`config.mk`:
```
export PLATFORM = sky130hd
export DESIGN_NAME = sbus_frame_decoder_top
export DESIGN_NICKNAME = d
export VERILOG_FILES = /design/src/rtl/sfd_pkg.sv /design/src/rtl/sfd_front.sv /design/src/rtl/sfd_queue.sv /design/src/rtl/sfd_back.sv /design/src/rtl/sbus_frame_decoder_top.sv
export SDC_FILE = /design/constraint.sdc
export NUM_CORES = 1
export LEC_CHECK = 0
export ABC_AREA = 1
export BUFFER_PORTS_ARGS = -buffer_cell sky130_fd_sc_hd__buf_2
export CAP_MARGIN = 20
export CELL_PAD_IN_SITES_DETAIL_PLACEMENT = 0
export CELL_PAD_IN_SITES_GLOBAL_PLACEMENT = 1
export CORE_ASPECT_RATIO = 1.4
export CORE_MARGIN = 4
export CORE_UTILIZATION = 55
export CTS_CLUSTER_DIAMETER = 80
export DETAILED_ROUTE_END_ITERATION = 8
export PLACE_DENSITY = 0.86
export SYNTH_ARGS = -nofsm -noshare
export SYNTH_HDL_FRONTEND = slang
export SYNTH_HIERARCHICAL = 1
export SYNTH_SLANG_ARGS = --single-unit
```
`constraint.sdc`:
```
create_clock -name clk -period 7.9 [get_ports clk]
set_clock_uncertainty 0.05 [all_clocks]
set_input_delay 2.37 -clock clk [delete_from_list [all_inputs] [get_ports clk]]
set_output_delay 2.37 -clock clk [all_outputs]
set_load 0.01 [all_outputs]
```
`src/rtl/sfd_pkg.sv`:
```
// sfd_pkg: shared types and constants of the serial frame decoder
// used by sfd_front, sfd_queue, sfd_back and sbus_frame_decoder_top
package sfd_pkg;

	localparam int FRAME_STORE   = 24;
	localparam int POS_W         = 5;
	localparam int MEM_AW        = POS_W + 1;
	localparam int CH_W          = 11;
	localparam int NUM_CH        = 16;
	localparam int CH_IDX_W      = 4;
	localparam int VAL_W         = 12;

	localparam logic [POS_W-1:0] POS_HDR       = 5'd0;
	localparam logic [POS_W-1:0] POS_FIRST_CH  = 5'd1;
	localparam logic [POS_W-1:0] POS_FLAGS     = 5'd23;
	localparam logic [POS_W-1:0] POS_FOOT      = 5'd24;
	localparam logic [POS_W-1:0] POS_MAX       = 5'd31;

	localparam logic [7:0] HDR_A   = 8'h0F;
	localparam logic [7:0] HDR_B   = 8'h8F;
	localparam logic [7:0] FTR_A   = 8'h00;
	localparam logic [7:0] FTR_B   = 8'h08;
	localparam logic [7:0] FS_MASK = 8'h0C;

	localparam logic [10:0] IN_OFFSET_RST  = 11'd256;
	localparam logic [16:0] GAIN_RST       = 17'd44492;
	localparam logic [11:0] OUT_OFFSET_RST = 12'd1000;
	localparam logic [11:0] VAL_MAX        = 12'hFFF;

	localparam logic [CH_IDX_W-1:0] LAST_CH = CH_IDX_W'(NUM_CH - 1);

	typedef enum logic [1:0] {
		STAT_OK   = 2'd0,
		STAT_LOST = 2'd1,
		STAT_BAD  = 2'd2
	} status_t;

	typedef enum logic [1:0] {
		REG_IN_OFFSET  = 2'd0,
		REG_GAIN       = 2'd1,
		REG_OUT_OFFSET = 2'd2
	} cfg_reg_t;

	typedef struct packed {
		status_t status;
		logic    bank;
	} cmd_t;

	typedef struct packed {
		logic              en;
		logic [MEM_AW-1:0] addr;
		logic [7:0]        data;
	} wr_t;

	typedef struct packed {
		logic valid;
		logic bank;
	} rel_t;

endpackage

```
`src/rtl/sfd_front.sv`:
```
// sfd_front: takes frame bytes, tracks position, writes the byte store,
// checks header, flags and footer; depends on sfd_pkg
module sfd_front import sfd_pkg::*; (
	input  logic       clk,
	input  logic       arst_n,
	input  logic       s_tvalid,
	output logic       s_tready,
	input  logic [7:0] s_tdata,   // data_byte
	input  logic       s_tuser,   // frame_start
	output wr_t        wr,
	output logic       push,
	output cmd_t       push_cmd,
	input  logic       q_full,
	input  rel_t       rel
);

	logic [POS_W-1:0] pos_q;
	logic             wbank_q;
	logic [1:0]       busy_q;
	logic             hdr_ok_q;
	logic             fs_q;

	logic [POS_W-1:0] pos;
	logic             accept;
	logic             ftr_ok;
	status_t          stat;

	assign pos      = s_tuser ? POS_HDR : pos_q;
	assign s_tready = !busy_q[wbank_q] && !q_full;
	assign accept   = s_tvalid && s_tready;
	assign ftr_ok   = (s_tdata == FTR_A) || (s_tdata == FTR_B);

	always_comb begin
		if (!(hdr_ok_q && ftr_ok))
			stat = STAT_BAD;
		else if (fs_q)
			stat = STAT_LOST;
		else
			stat = STAT_OK;
	end

	assign wr.en           = accept && (pos < POS_W'(FRAME_STORE));
	assign wr.addr         = {wbank_q, pos};
	assign wr.data         = s_tdata;
	assign push            = accept && (pos == POS_FOOT);
	assign push_cmd.status = stat;
	assign push_cmd.bank   = wbank_q;

	always_ff @(posedge clk or negedge arst_n) begin
		if (!arst_n) begin
			pos_q    <= '0;
			wbank_q  <= 1'b0;
			busy_q   <= '0;
			hdr_ok_q <= 1'b0;
			fs_q     <= 1'b0;
		end else begin
			if (rel.valid)
				busy_q[rel.bank] <= 1'b0;
			if (accept) begin
				pos_q <= (pos < POS_MAX) ? pos + 1'b1 : POS_MAX;
				if (pos == POS_HDR)
					hdr_ok_q <= (s_tdata == HDR_A) || (s_tdata == HDR_B);
				if (pos == POS_FLAGS)
					fs_q <= |(s_tdata & FS_MASK);
				if (pos == POS_FOOT && stat == STAT_OK) begin
					busy_q[wbank_q] <= 1'b1;
					wbank_q         <= !wbank_q;
				end
			end
		end
	end

endmodule

```
`src/rtl/sfd_queue.sv`:
```
// sfd_queue: two-entry command queue between front and back
// depends on sfd_pkg
module sfd_queue import sfd_pkg::*; (
	input  logic clk,
	input  logic arst_n,
	input  logic push,
	input  cmd_t push_cmd,
	input  logic pop,
	output cmd_t head,
	output logic full,
	output logic empty
);

	cmd_t       ent_q [2];
	logic       wp_q;
	logic       rp_q;
	logic [1:0] cnt_q;

	assign head  = ent_q[rp_q];
	assign full  = (cnt_q == 2'd2);
	assign empty = (cnt_q == 2'd0);

	always_ff @(posedge clk) begin
		if (push)
			ent_q[wp_q] <= push_cmd;
	end

	always_ff @(posedge clk or negedge arst_n) begin
		if (!arst_n) begin
			wp_q  <= 1'b0;
			rp_q  <= 1'b0;
			cnt_q <= '0;
		end else begin
			if (push)
				wp_q <= !wp_q;
			if (pop)
				rp_q <= !rp_q;
			case ({push, pop})
				2'b10:   cnt_q <= cnt_q + 2'd1;
				2'b01:   cnt_q <= cnt_q - 2'd1;
				default: cnt_q <= cnt_q;
			endcase
		end
	end

endmodule

```
`src/rtl/sfd_back.sv`:
```
// sfd_back: byte store, bit unpacker, channel scaling and result register
// holds the configuration registers; depends on sfd_pkg
module sfd_back import sfd_pkg::*; (
	input  logic        clk,
	input  logic        arst_n,
	input  logic        cfg_we,
	input  logic [1:0]  cfg_index,
	input  logic [16:0] cfg_data,
	input  wr_t         wr,
	input  cmd_t        head,
	input  logic        empty,
	output logic        pop,
	output rel_t        rel,
	output logic        m_tvalid,
	input  logic        m_tready,
	output logic [23:0] m_tdata,  // channel_index, channel_value, status
	output logic        m_tlast   // last
);

	typedef enum logic [1:0] {
		S_IDLE,
		S_ACC,
		S_MUL,
		S_OUT
	} state_t;

	localparam int ACC_W  = CH_W + 7;
	localparam int FILL_W = 5;

	logic [7:0]        mem [2**MEM_AW];
	logic [7:0]        rdata_q;

	logic [10:0]       in_offset_q;
	logic [16:0]       gain_q;
	logic [11:0]       out_offset_q;

	state_t            state_q;
	logic              bank_q;
	logic [POS_W-1:0]  addr_q;
	logic [ACC_W-1:0]  acc_q;
	logic [FILL_W-1:0] fill_q;
	logic              pend_q;
	logic [CH_IDX_W-1:0] ch_q;
	logic signed [11:0] diff_q;
	logic signed [29:0] prod_q;

	logic              m_valid_q;
	logic [CH_IDX_W-1:0] m_idx_q;
	logic [VAL_W-1:0]  m_val_q;
	status_t           m_stat_q;
	logic              m_last_q;

	logic              out_free;
	logic              rd_en;
	logic [MEM_AW-1:0] rd_addr;
	logic [ACC_W-1:0]  acc_sum;
	logic [FILL_W-1:0] fill_sum;
	logic signed [13:0] scaled;
	logic signed [14:0] sum;
	logic [VAL_W-1:0]  sat_val;
	logic signed [17:0] gain_s;

	assign out_free = !m_valid_q || m_tready;
	assign acc_sum  = pend_q ? (acc_q | (ACC_W'(rdata_q) << fill_q)) : acc_q;
	assign fill_sum = pend_q ? fill_q + FILL_W'(8) : fill_q;
	assign scaled   = prod_q[29:16];
	assign sum      = {scaled[13], scaled} + $signed({3'b000, out_offset_q});
	assign gain_s   = $signed({1'b0, gain_q});

	always_comb begin
		if (sum < 0)
			sat_val = '0;
		else if (sum > $signed({3'b000, VAL_MAX}))
			sat_val = VAL_MAX;
		else
			sat_val = sum[VAL_W-1:0];
	end

	always_comb begin
		rd_en   = 1'b0;
		rd_addr = {bank_q, addr_q};
		pop     = 1'b0;
		case (state_q)
			S_IDLE: begin
				rd_addr = {head.bank, POS_FIRST_CH};
				if (!empty) begin
					if (head.status == STAT_OK) begin
						rd_en = 1'b1;
						pop   = 1'b1;
					end else begin
						pop = out_free;
					end
				end
			end
			S_ACC:   rd_en = (fill_sum < FILL_W'(CH_W));
			S_OUT:   rd_en = out_free && (ch_q != LAST_CH) && (fill_q < FILL_W'(CH_W));
			default: rd_en = 1'b0;
		endcase
	end

	assign rel.valid = (state_q == S_OUT) && out_free && (ch_q == LAST_CH);
	assign rel.bank  = bank_q;

	always_ff @(posedge clk) begin
		if (wr.en)
			mem[wr.addr] <= wr.data;
		if (rd_en)
			rdata_q <= mem[rd_addr];
	end

	always_ff @(posedge clk or negedge arst_n) begin
		if (!arst_n) begin
			in_offset_q  <= IN_OFFSET_RST;
			gain_q       <= GAIN_RST;
			out_offset_q <= OUT_OFFSET_RST;
		end else if (cfg_we) begin
			case (cfg_index)
				REG_IN_OFFSET:  in_offset_q  <= cfg_data[10:0];
				REG_GAIN:       gain_q       <= cfg_data;
				REG_OUT_OFFSET: out_offset_q <= cfg_data[11:0];
				default:        ;
			endcase
		end
	end

	always_ff @(posedge clk or negedge arst_n) begin
		if (!arst_n) begin
			state_q   <= S_IDLE;
			pend_q    <= 1'b0;
			m_valid_q <= 1'b0;
		end else begin
			if (m_valid_q && m_tready)
				m_valid_q <= 1'b0;
			case (state_q)
				S_IDLE: begin
					if (pop) begin
						if (head.status == STAT_OK) begin
							bank_q  <= head.bank;
							addr_q  <= POS_FIRST_CH + 1'b1;
							acc_q   <= '0;
							fill_q  <= '0;
							pend_q  <= 1'b1;
							ch_q    <= '0;
							state_q <= S_ACC;
						end else begin
							m_valid_q <= 1'b1;
							m_idx_q   <= '0;
							m_val_q   <= '0;
							m_stat_q  <= head.status;
							m_last_q  <= 1'b1;
						end
					end
				end
				S_ACC: begin
					if (fill_sum >= FILL_W'(CH_W)) begin
						diff_q  <= $signed({1'b0, acc_sum[CH_W-1:0]})
							- $signed({1'b0, in_offset_q});
						acc_q   <= acc_sum >> CH_W;
						fill_q  <= fill_sum - FILL_W'(CH_W);
						pend_q  <= 1'b0;
						state_q <= S_MUL;
					end else begin
						acc_q  <= acc_sum;
						fill_q <= fill_sum;
						pend_q <= 1'b1;
						addr_q <= addr_q + 1'b1;
					end
				end
				S_MUL: begin
					prod_q  <= diff_q * gain_s;
					state_q <= S_OUT;
				end
				S_OUT: begin
					if (out_free) begin
						m_valid_q <= 1'b1;
						m_idx_q   <= ch_q;
						m_val_q   <= sat_val;
						m_stat_q  <= STAT_OK;
						m_last_q  <= (ch_q == LAST_CH);
						if (ch_q == LAST_CH) begin
							state_q <= S_IDLE;
						end else begin
							ch_q    <= ch_q + 1'b1;
							pend_q  <= rd_en;
							state_q <= S_ACC;
							if (rd_en)
								addr_q <= addr_q + 1'b1;
						end
					end
				end
				default: state_q <= S_IDLE;
			endcase
		end
	end

	assign m_tvalid = m_valid_q;
	assign m_tdata  = {6'b000000, m_stat_q, m_val_q, m_idx_q};
	assign m_tlast  = m_last_q;

endmodule

```
`src/rtl/sbus_frame_decoder_top.sv`:
```
// sbus_frame_decoder_top: serial radio frame decoder, sixteen scaled channels
// depends on sfd_pkg, sfd_front, sfd_queue, sfd_back
//
// channel  dir  signals                          content
// s_       in   s_tvalid s_tready s_tdata s_tuser  one frame byte, start flag
// m_       out  m_tvalid m_tready m_tdata m_tlast  channel or status result
// cfg_     in   cfg_we cfg_index cfg_data          in_offset, gain_q16, out_offset
//
// the front takes one byte a cycle; it stalls only while both store banks
// wait for unpacking or the two-entry command queue is full
// the back registers a status-only result straight from idle; a good frame
// is done channel by channel through the accumulate, multiply and output steps,
// paced by the one-byte-a-cycle store read port and the multiply stage
// no clearing pass after reset; a full output register stalls the back only
module sbus_frame_decoder_top import sfd_pkg::*; (
	input  logic        clk,
	input  logic        arst_n,
	input  logic        s_tvalid,
	output logic        s_tready,
	input  logic [7:0]  s_tdata,   // data_byte
	input  logic        s_tuser,   // frame_start
	output logic        m_tvalid,
	input  logic        m_tready,
	output logic [23:0] m_tdata,   // channel_index, channel_value, status
	output logic        m_tlast,   // last
	input  logic        cfg_we,
	input  logic [1:0]  cfg_index,
	input  logic [16:0] cfg_data
);

	wr_t  wr;
	logic push;
	cmd_t push_cmd;
	logic pop;
	cmd_t head;
	logic q_full;
	logic q_empty;
	rel_t rel;

	sfd_front u_front (
		.clk      (clk),
		.arst_n   (arst_n),
		.s_tvalid (s_tvalid),
		.s_tready (s_tready),
		.s_tdata  (s_tdata),
		.s_tuser  (s_tuser),
		.wr       (wr),
		.push     (push),
		.push_cmd (push_cmd),
		.q_full   (q_full),
		.rel      (rel)
	);

	sfd_queue u_queue (
		.clk      (clk),
		.arst_n   (arst_n),
		.push     (push),
		.push_cmd (push_cmd),
		.pop      (pop),
		.head     (head),
		.full     (q_full),
		.empty    (q_empty)
	);

	sfd_back u_back (
		.clk       (clk),
		.arst_n    (arst_n),
		.cfg_we    (cfg_we),
		.cfg_index (cfg_index),
		.cfg_data  (cfg_data),
		.wr        (wr),
		.head      (head),
		.empty     (q_empty),
		.pop       (pop),
		.rel       (rel),
		.m_tvalid  (m_tvalid),
		.m_tready  (m_tready),
		.m_tdata   (m_tdata),
		.m_tlast   (m_tlast)
	);

endmodule
```
Yosys cells after proc, flatten, opt, wreduce, memory -nomap -nowiden. Memory sizes are Yosys's and may differ from the RTL's. A register that Yosys moved wholly into a read port is not among the register bits. Index checks and enable logic that the tools add are counted.

Div/mod/pow operators: 0. Reductions and logical operators: 49. Add/sub/neg operators: 9. Multipliers: 1. Shift-type cells: 1. $lt $le $gt $ge: 11. Muxes and demuxes: 82. Equality and inequality tests: 23. Bitwise gates (word level): 4.

Operator list (count): 18-bit 2-to-1 mux (4); 12-bit 2-to-1 mux (5); 5-bit 2-to-1 mux (12); 18-bit one-hot mux with 2 select lines (1); 12-bit by 18-bit multiplier with 30-bit output (1); 4-bit 2-to-1 mux (7); 1-bit 2-to-1 mux (27); 12-bit one-hot mux with 2 select lines (1); 2-bit 2-to-1 mux (11); 18-bit OR (1); 8-bit by 5-bit left shift with 18-bit output (1); 8-bit by 4-bit equality test with 1-bit output (second input constant) (2); 4-bit one-hot mux with 2 select lines (2); 14-bit by 13-bit adder with 15-bit output (1); 15-bit by 13-bit > comparator with 1-bit output (second input constant) (1); 15-bit by 1-bit less-than comparator with 1-bit output (second input constant) (1); 5-bit one-hot mux with 3 select lines (1); 2-bit AND reduction (7); 1-bit logical AND (13); 4-bit AND reduction (3); 11-bit by 11-bit subtractor with 12-bit output (1); 5-bit by 1-bit adder with 5-bit output (second input constant) (2); 2-bit equality test (second input constant) (5); 5-bit equality test (second input constant) (2); 38 further kinds (68).

Latch bits: 0. Memory bits (read-only): 0. Bits in writable memories: 518. Input port bits: 33. Register bits: 152. Output and inout port bits: 27. Memories kept: 2.

Memory list: u_back.mem (words 64, bits a word 8, rd ports 1, clocked after memory_dff 1, write ports 1, line sfd_back.sv:30) `logic [7:0] mem [2**MEM_AW];`; u_queue.ent_q (words 2, bits a word 3, rd ports 1, clocked after memory_dff 0, write ports 1, line sfd_queue.sv:14) `cmd_t ent_q [2];`.

Longest topological paths before layout. Gate-level depths: netlist (run 1).

Word-level depth: 10. Gate-level depth with buffers: 26. Mapped depth without buffers: 24.

Hierarchy. The synthesis (run 1) kept the hierarchy.

By module, submodules not included: sfd_back (times used 1, cells an instance 3468, area each 35240.0 sq um); sfd_front (times used 1, cells an instance 116, area each 788.3 sq um); sfd_queue (times used 1, cells an instance 39, area each 427.9 sq um).

Worst setup path before layout (run 1). OpenSTA, ideal clock, no wires.

Path kind: register -> register. Start: register u_back.diff_q[3]. End: register u_back.prod_q[28] (data pin). Cell stages (with the launch flop): 21. Setup slack: 2.980 ns. Period minus slack after synthesis: 4.920 ns. Arrival time: 4.617 ns. Path buffers: 2. Path through: edfxtp_1 clkbuf_1 clkbuf_1 nand2_1 fa_1 fa_1 inv_1 fa_1 fa_1 inv_1 fa_1 inv_1 ha_1 nand2_1 nor2_1 inv_1 nor2_1 nor2_1 or2_2 nand4_1 nand2_1.

Longest elaborated chain between the ends: 1.

RTL lines: start: declaration (line sfd_back.sv:44) `logic signed [11:0] diff_q;`; start signal: assignment (line sfd_back.sv:156) `diff_q <= $signed({1'b0, acc_sum[CH_W-1:0]})`; 12-bit by 18-bit multiplier with 30-bit output (line sfd_back.sv:170) `prod_q <= diff_q * gain_s;`; end signal: assignment (line sfd_back.sv:170); end: declaration (line sfd_back.sv:45) `logic signed [29:0] prod_q;`.

No other way between the ends. A chain may end at the register's enable or synchronous reset.

Worst setup path after layout (run 1).
Start: register u_back.diff_q[11]. End: register u_back.prod_q[21] (data pin).

Same word-level chain as after synthesis.

==> results of run 1 <==
==> sequential cells by signal (all words and copies together) (netlist names), 2 cells and up <==
| register | flops |
|---|---|
| u_back/acc_q | 18 |
| u_back/addr_q | 5 |
| u_back/ch_q | 4 |
| u_back/diff_q | 12 |
| u_back/fill_q | 5 |
| u_back/gain_q | 17 |
| u_back/in_offset_q | 11 |
| u_back/m_idx_q | 4 |
| u_back/m_stat_q | 2 |
| u_back/m_val_q | 12 |
| u_back/mem | 512 |
| u_back/out_offset_q | 12 |
| u_back/prod_q | 14 |
| u_back/rdata_q | 8 |
| u_back/state_q | 2 |
| u_front/busy_q | 2 |
| u_front/pos_q | 5 |
| u_queue/cnt_q | 2 |
| u_queue/ent_q | 6 |
==> synthesized netlist by cell type, types with 14 or more instances <==
master / n
sky130_fd_sc_hd__xnor2_1: 14
sky130_fd_sc_hd__fa_1: 151
sky130_fd_sc_hd__buf_4: 25
sky130_fd_sc_hd__nor2_1: 185
sky130_fd_sc_hd__nand3_1: 318
sky130_fd_sc_hd__dfstp_2: 16
sky130_fd_sc_hd__edfxtp_1: 604
sky130_fd_sc_hd__buf_6: 22
sky130_fd_sc_hd__clkbuf_1: 70
sky130_fd_sc_hd__nor3_1: 23
sky130_fd_sc_hd__o21ai_1: 29
sky130_fd_sc_hd__o211ai_1: 120
sky130_fd_sc_hd__buf_2: 53
sky130_fd_sc_hd__xor2_1: 22
sky130_fd_sc_hd__ha_1: 118
sky130_fd_sc_hd__inv_1: 671
sky130_fd_sc_hd__nand4_1: 22
sky130_fd_sc_hd__dfrtp_1: 42
sky130_fd_sc_hd__o21ai_0: 184
sky130_fd_sc_hd__nand2_1: 658
sky130_fd_sc_hd__a21oi_1: 179
==> placed cells by master (no fill, tap or decap), drive strengths merged, types with 2 or more instances in the layout <==
master	count
inv	682
nand2	663
edfxtp	604
nand3	320
o21ai	214
nor2	193
a21oi	180
fa	151
o211ai	120
ha	118
clkbuf	87
buf	85
dfrtp	42
nor3	23
nand4	23
xor2	22
clkinv	22
dfstp	16
xnor2	14
o21bai	11
or2	8
nor4	8
bufinv	6
conb	6
a21o	5
a31oi	5
mux2	5
and2	4
diode	2
clkinvlp	2
a31o	2
o21a	2
nand3b	2
a211oi	2
a41oi	2
a21boi	2
==> worst max-delay path: cells and delay by family, from the launching register on <==
family | cells | cell delay [ns]
adder cells (fa/ha/maj) | 6 | 2.80
AND/OR/NAND/NOR | 9 | 1.08
buffers and inverters | 4 | 0.77
flip-flops | 1 | 0.51
==> logic make-up after synthesis <==
logic type / Yosys count / share of synthesized area
AO/OA/AOI/OAI: 546 / 0.0856
XOR/XNOR: 36 / 0.00865
adder cells (fa/ha/maj): 269 / 0.123
buffers and inverters: 859 / 0.0974
flip-flops: 662 / 0.538
multiplexers: 6 / 0.00182
other: 1 / 0.000103
AND/OR/NAND/NOR: 1244 / 0.145
==> final timing paths <==
check,start,depth (start not counted),to,slack (ns)
setup / recovery,u_back/diff_q[11],19,u_back/prod_q[21],2.46
hold / removal,u_back/in_offset_q[5],2,u_back/in_offset_q[5],0.44
setup reg to reg,u_back/diff_q[11],19,u_back/prod_q[21],2.46
hold reg to reg,u_back/in_offset_q[5],2,u_back/in_offset_q[5],0.44
max in group asynchronous,arst_n,2,u_back/gain_q[16],5.29
min in group asynchronous,arst_n,2,u_front/pos_q[2],1.90
==> stage by stage <==
| step | cell area, µm² | std cells | worst slack, ns | utilization | hold slack, ns |
|---|---|---|---|---|---|
| global route | 39300 | 4501 | 2.18 | 0.600 | 0.463 |
| global placement | 37100 | 4381 | 2.45 | 0.566 | 0.415 |
| floorplan | 36500 | 3628 | 2.98 | - | 0.392 |
| detailed placement | 37100 | 4381 | 2.42 | 0.566 | 0.428 |
| CTS | 39300 | 4500 | 2.44 | 0.600 | 0.443 |
| finish | 39300 | 4502 | 2.46 | 0.600 | 0.438 |
==> area by class of cell <==
| type | count | share of cell area |
|---|---|---|
| Antenna cell | 2 | 0.000127 |
| Clock buffer | 87 | 0.0469 |
| Clock inverter | 32 | 0.00990 |
| Inverter | 680 | 0.0649 |
| Multi-Input combinational cell | 2107 | 0.339 |
| Sequential cell | 662 | 0.499 |
| Tap cell | 847 | 0.0270 |
| Timing Repair Buffer | 85 | 0.0132 |
==> per-layer routing <==
layer / global-route usage / wire [µm] / up-vias
li1: - / - / 11900
met1: 0.292 / 32600 / 11900
met2: 0.460 / 46700 / 753
met3: 0.0363 / 4550 / 280
met4: 0.146 / 5840 / 0
met5: 0 / 0 / -
==> flow_summary.json, run 1 <==
{
  "post_cts_hold_buffer_count": 0,
  "gr-usage-all-layers": 0.257,
  "multi_input_comb_area_um2": 13300,
  "longest_clk_path_bufs": 3,
  "fp.dieW_um": 226,
  "grt_pass1_wl_um": 139000,
  "synth.yosys.seq_area_share": 0.538,
  "post_synth_inst_count": 3623,
  "ys_types": 48,
  "setup_total_negative_slack_ns": 0,
  "post-route-period-util": 0.689,
  "drt_drc": 0,
  "synth_largest_type_area_fraction": 0.498,
  "first_global_vias": 24900,
  "pin_count": 60,
  "count_of_fill_cells_added_during_filler_insertion": 5553,
  "routed_via_count": 24800,
  "yosys_most_used_dff": "sky130_fd_sc_hd__edfxtp_1",
  "setup_violations": 0,
  "area_delta_synth_final_pct": 7.85,
  "largest_fanout_of_any_net_on_the_critical_path": 17,
  "cts_sinks": 662,
  "gp_routability_congestion": 0.905,
  "drv.max_cap_violation_count": 0,
  "number_of_routed_nets_with_antenna_violations": 0,
  "insertion_delay_ns": 0.62,
  "full_die_area_um2": 70500,
  "drt-vias-per-instance": 5.52,
  "clock_tree.root_cell": "sky130_fd_sc_hd__clkbuf_16",
  "post_cts_resized": 0,
  "drt-wirelength-per-cell_um": 19.9,
  "slew_headroom": 0.251,
  "drt-initial-drc-count": 1800,
  "number_of_enable_type_register_cells_in_the_synthesized_netlist": 604,
  "grt_overflow_total": 0,
  "clkSlewWorstSetupHoldPaths_ns": 0.06,
  "setup.worst_path.class": "reg2reg",
  "endpoint_kind": "flop",
  "place.port_buffers": 53,
  "critical_path.slowest_cell": "sky130_fd_sc_hd__inv_1",
  "yosys_register_bits": 662,
  "outcome": "complete, no violations",
  "grt_max_degree": 245,
  "critical_path.startpoint_type": "flop",
  "cp_data_required_time_ns": 8.23,
  "synth_warnings": 6,
  "yosys.area.top_type": "sky130_fd_sc_hd__edfxtp_1",
  "finalWirelength_um": 89700,
  "dominant_cells_by_area_after_synthesis": "sky130_fd_sc_hd__edfxtp_1, sky130_fd_sc_hd__fa_1, sky130_fd_sc_hd__inv_1, sky130_fd_sc_hd__nand2_1, sky130_fd_sc_hd__nand3_1",
  "drt_first_pass_iters": 5,
  "final-hold-violation-count": 0,
  "slew_viol_final": 0,
  "async_reset_ff_frac": 0.0876,
  "tightestPinTransition_ns": 1.12,
  "worst_hold_path_type": "reg2reg",
  "cts_htree_levels": 3,
  "finalWorstPathRequiredPeriod_ns": 5.44,
  "cts-buffers-inserted": 68,
  "share_of_post_route_cells_with_drive_strength_above_1": 0.0662,
  "post_synth.cell_area_avg_um2": 10.1,
  "register_cell_area_after_layout_um2": 19600,
  "design.core.area_um2": 65600,
  "critPathArrivalTime_ns": 5.77,
  "antenna_found_initial": 2,
  "cts_tree": "yes",
  "syn_area_um2": 36500,
  "longest_individual_stage_delay_on_the_worst_path_ns": 0.60,
  "dp.final_hpwl_um": 61900,
  "initial_utilization": 0.556,
  "die_h_um": 313,
  "fin_nets": 3906,
  "cts_setup_buffers": 0,
  "fmaxAchievable_mhz": 184,
  "grt_setup_unrepaired": "false",
  "rows": 111,
  "crit_chain": "inv_1, nor2_1, fa_1, fa_1, fa_1, fa_1, inv_1, fa_1, inv_1, ha_1, nand2_1, nor2_1, inv_1, nor3_1, nand2_1, nand2_1, nand2_1, nand3_1, nand2_1"
}
Power of run 1 is left out: the tool's default activity adds up to more than one toggle a clock period on the data nets, which glitch-free logic cannot reach.
==> inputs of run 2 (changes only) <==
--- a/config.mk
+++ b/config.mk
@@ -5,17 +5,17 @@
 export SDC_FILE = /design/constraint.sdc
 export NUM_CORES = 1
 export LEC_CHECK = 0
-export ABC_AREA = 1
+export ABC_AREA = 0
 export BUFFER_PORTS_ARGS = -buffer_cell sky130_fd_sc_hd__buf_2
 export CAP_MARGIN = 20
 export CELL_PAD_IN_SITES_DETAIL_PLACEMENT = 0
 export CELL_PAD_IN_SITES_GLOBAL_PLACEMENT = 1
 export CORE_ASPECT_RATIO = 1.4
 export CORE_MARGIN = 4
-export CORE_UTILIZATION = 55
+export CORE_UTILIZATION = 48
 export CTS_CLUSTER_DIAMETER = 80
 export DETAILED_ROUTE_END_ITERATION = 8
-export PLACE_DENSITY = 0.86
+export PLACE_DENSITY = 0.77
 export SYNTH_ARGS = -nofsm -noshare
 export SYNTH_HDL_FRONTEND = slang
 export SYNTH_HIERARCHICAL = 1
==> constraint.sdc (replaced) <==
create_clock -name clk -period 5 [get_ports clk]
set_clock_uncertainty 0.05 [all_clocks]
set_input_delay 1.5 -clock clk [delete_from_list [all_inputs] [get_ports clk]]
set_output_delay 1.5 -clock clk [all_outputs]
set_load 0.01 [all_outputs]
==> run 2 against run 1 <==
The run now ends with negative setup slack left; hold slack got worse by 0.0063 ns; critical path depth unchanged; sequential share of layout area increased by 0.15 points; cell area decreased by 0.29%; count of clock-buffer cells in the layout decreased by 4; synthesized cell count decreased by 28%; worst setup slack got worse by 2.8 ns; largest cell class unchanged.
==> flow_summary.json, run 2 <==
{
  "outcome": "finished with violations",
  "violations_in_the_final_reports": "negative setup slack",
  "yosys.area.top_type": "sky130_fd_sc_hd__edfxtp_1",
  "fin_nets": 3097,
  "layout_top_registers": "u_back/mem (512), u_back/acc_q (18), u_back/gain_q (17)",
  "antennaDiodeCount": 0,
  "area_delta_synth_final_pct": 14.1,
  "gr-usage-all-layers": 0.230,
  "drt_first_pass_iters": 6,
  "number_of_enable_type_register_cells_in_the_synthesized_netlist": 604,
  "synth.yosys.seq_area_share": 0.571,
  "number_of_routed_nets_with_antenna_violations": 0,
  "cts_tree": "yes",
  "clkSlewWorstSetupHoldPaths_ns": 0.06,
  "final-hold-violation-count": 0,
  "final.setup.worst_slack_ns": -0.309,
  "synthTopCellsByCount": "sky130_fd_sc_hd__edfxtp_1, sky130_fd_sc_hd__nand2_1, sky130_fd_sc_hd__inv_1",
  "met3_usage": 0.0281,
  "final_common_cell": "sky130_fd_sc_hd__edfxtp_1",
  "ys_types": 88,
  "slew_viol_final": 0,
  "die_h_um": 325,
  "worst_hold_path_type": "reg2reg",
  "registers.top_by_ff_count": "u_back/mem",
  "initial_utilization": 0.486,
  "largest_fanout_of_any_net_on_the_critical_path": 4,
  "grt_overflow_total": 0,
  "yosys_most_used_dff": "sky130_fd_sc_hd__edfxtp_1",
  "count_of_fill_cells_added_during_filler_insertion": 5782,
  "insertion_delay_ns": 0.61,
  "cts_sinks": 662,
  "drt_drc": 0,
  "full_die_area_um2": 76000,
  "rows": 115,
  "cts_htree_levels": 3,
  "finalWirelength_um": 87400,
  "slew_headroom": 0.267,
  "async_reset_ff_frac": 0.0876,
  "syn_area_um2": 34400,
  "critical_path.startpoint_type": "flop",
  "cp_data_required_time_ns": 5.30,
  "post-route-period-util": 1.06,
  "place.port_buffers": 53,
  "drt-initial-drc-count": 1609,
  "gr-usage-met1": 0.265,
  "routed_via_count": 21800,
  "top_usage_layer": "met2",
  "leading_cell_types_in_the_layout_fill_and_taps_excluded": "sky130_fd_sc_hd__edfxtp_1, sky130_fd_sc_hd__nand2_1, sky130_fd_sc_hd__inv_1",
  "place.detailed.instances": 3639,
  "synth_warnings": 6,
  "gp_routability_congestion": 0.914,
  "yosys_register_bits": 662,
  "clock_tree.root_cell": "sky130_fd_sc_hd__clkbuf_16",
  "drt-wirelength-per-cell_um": 23.1,
  "longest_clk_path_bufs": 3,
  "met2_usage": 0.412,
  "post_cts_hold_buffer_count": 0,
  "grt_max_degree": 158,
  "first_global_vias": 22400,
  "grt_setup_unrepaired": "true",
  "antenna_found_initial": 1,
  "setup.worst_path.class": "reg2reg",
  "largest_register_ffs": 512,
  "yosysMostFrequentCell": "sky130_fd_sc_hd__edfxtp_1",
  "dominant_cells_by_area_after_synthesis": "sky130_fd_sc_hd__edfxtp_1, sky130_fd_sc_hd__fa_1, sky130_fd_sc_hd__ha_1, sky130_fd_sc_hd__dfrtp_1, sky130_fd_sc_hd__mux2_2",
  "finalWorstPathRequiredPeriod_ns": 5.31,
  "post_synth.cell_area_avg_um2": 13.1,
  "grt_pass1_wl_um": 133000,
  "dp.final_hpwl_um": 61600,
  "post_synth_inst_count": 2619,
  "fmaxAchievable_mhz": 188,
  "cts-buffers-inserted": 68,
  "setup_violations": 13,
  "share_of_post_route_cells_with_drive_strength_above_1": 0.212,
  "post_layout_nonfiller_instances": 3786,
  "pin_count": 60,
  "fp.dieW_um": 234,
  "drv.max_cap_violation_count": 0,
  "endpoint_kind": "flop",
  "design.core.area_um2": 70600,
  "synth_largest_type_area_fraction": 0.528,
  "critPathArrivalTime_ns": 5.61,
  "drt-vias-per-instance": 5.77,
  "tightestPinTransition_ns": 1.10
}
run 2: changes by cell type after synthesis, sizes merged, moves of 54 or more:
cell    before  now
a21oi      180  104
and2         4   77
inv        680  197
mux2         5   81
nand2      663  205
nand3      320   24
o211ai     120   66
o21ai      214  126
o22ai        1   64
run 2: per-layer routing:
metal	wire [µm]	vias to the layer above
met2	46300	749
met4	5220	0
li1	-	9826
met5	0	-
met1	31500	11000
met3	4380	231
run 2: what timing repair did:
action,4_1_cts,5_1_grt
resized for setup,39,23
pin swaps,15,15
buffers inserted,9,13
cloned,0,0
setup endpoints to repair,14,14
run 2: cell families (layout without fill, tap and decap cells):
family          count (synthesis)  in the layout  share of synthesized area
mux                           156            156                     0.0604
xor+xnor                       51             51                     0.0132
simple gates                  650            650                     0.0911
buf+inv                       349            575                     0.0430
flops                         662            662                      0.571
fa+ha+maj                     269            269                      0.131
other cells                     1              6                   0.000109
compound gates                481            481                     0.0908
run 2: path summary, 6_finish.rpt:
kind	from	endpoint	slack, ns	depth (start not counted)
max	u_back/diff_q[7]	u_back/prod_q[24]	-0.31	19
min in group asynchronous	arst_n	u_front/pos_q[4]	0.81	1
min reg2reg	u_queue/wp_q	u_queue/wp_q	0.43	1
max in group asynchronous	arst_n	u_back/gain_q[5]	2.96	2
min	u_queue/wp_q	u_queue/wp_q	0.43	1
max reg2reg	u_back/diff_q[7]	u_back/prod_q[24]	-0.31	19
run 2: layout make-up:
class / instances / area [µm²] / share of cell area
clock buffers: 83 / 1850 / 0.0473
multi-input cells: 1613 / 13600 / 0.347
clock inverters: 42 / 399 / 0.0102
well taps: 936 / 1170 / 0.0299
repair buffers: 250 / 1820 / 0.0463
flip-flops and latches: 662 / 19600 / 0.500
inverters: 200 / 751 / 0.0191
run 2: through the flow:
stage          instance area, µm²   util  setup slack (ns)  setup TNS (ns)  hold WS [ns]
6_report                    39200  0.555            -0.309           -2.41         0.432
5_1_grt                     39200  0.555            -0.410           -4.68         0.471
4_1_cts                     39000  0.552            -0.270           -2.57         0.439
3_5_place_dp                36500  0.517            -0.412           -4.11         0.425
3_3_place_gp                36500  0.517            -0.335           -3.18         0.417
2_1_floorplan               34500      -           -0.0407         -0.0510         0.401
run 2: critical path, cell delays in order (launching register included):
cell	delay, ns
sky130_fd_sc_hd__edfxtp_1	0.46
sky130_fd_sc_hd__buf_4	0.20
sky130_fd_sc_hd__and2_1	0.17
sky130_fd_sc_hd__fa_1	0.52
sky130_fd_sc_hd__inv_1	0.06
sky130_fd_sc_hd__fa_1	0.53
sky130_fd_sc_hd__inv_1	0.06
sky130_fd_sc_hd__fa_2	0.53
sky130_fd_sc_hd__fa_1	0.42
sky130_fd_sc_hd__fa_1	0.48
sky130_fd_sc_hd__ha_4	0.30
sky130_fd_sc_hd__nand3_4	0.07
sky130_fd_sc_hd__a21oi_4	0.14
sky130_fd_sc_hd__o21ai_4	0.11
sky130_fd_sc_hd__nand4_4	0.17
sky130_fd_sc_hd__a41oi_4	0.15
sky130_fd_sc_hd__buf_6	0.16
sky130_fd_sc_hd__o21ai_4	0.17
sky130_fd_sc_hd__a41oi_2	0.16
sky130_fd_sc_hd__xnor2_1	0.15
Power of run 2 is left out for the same reason.
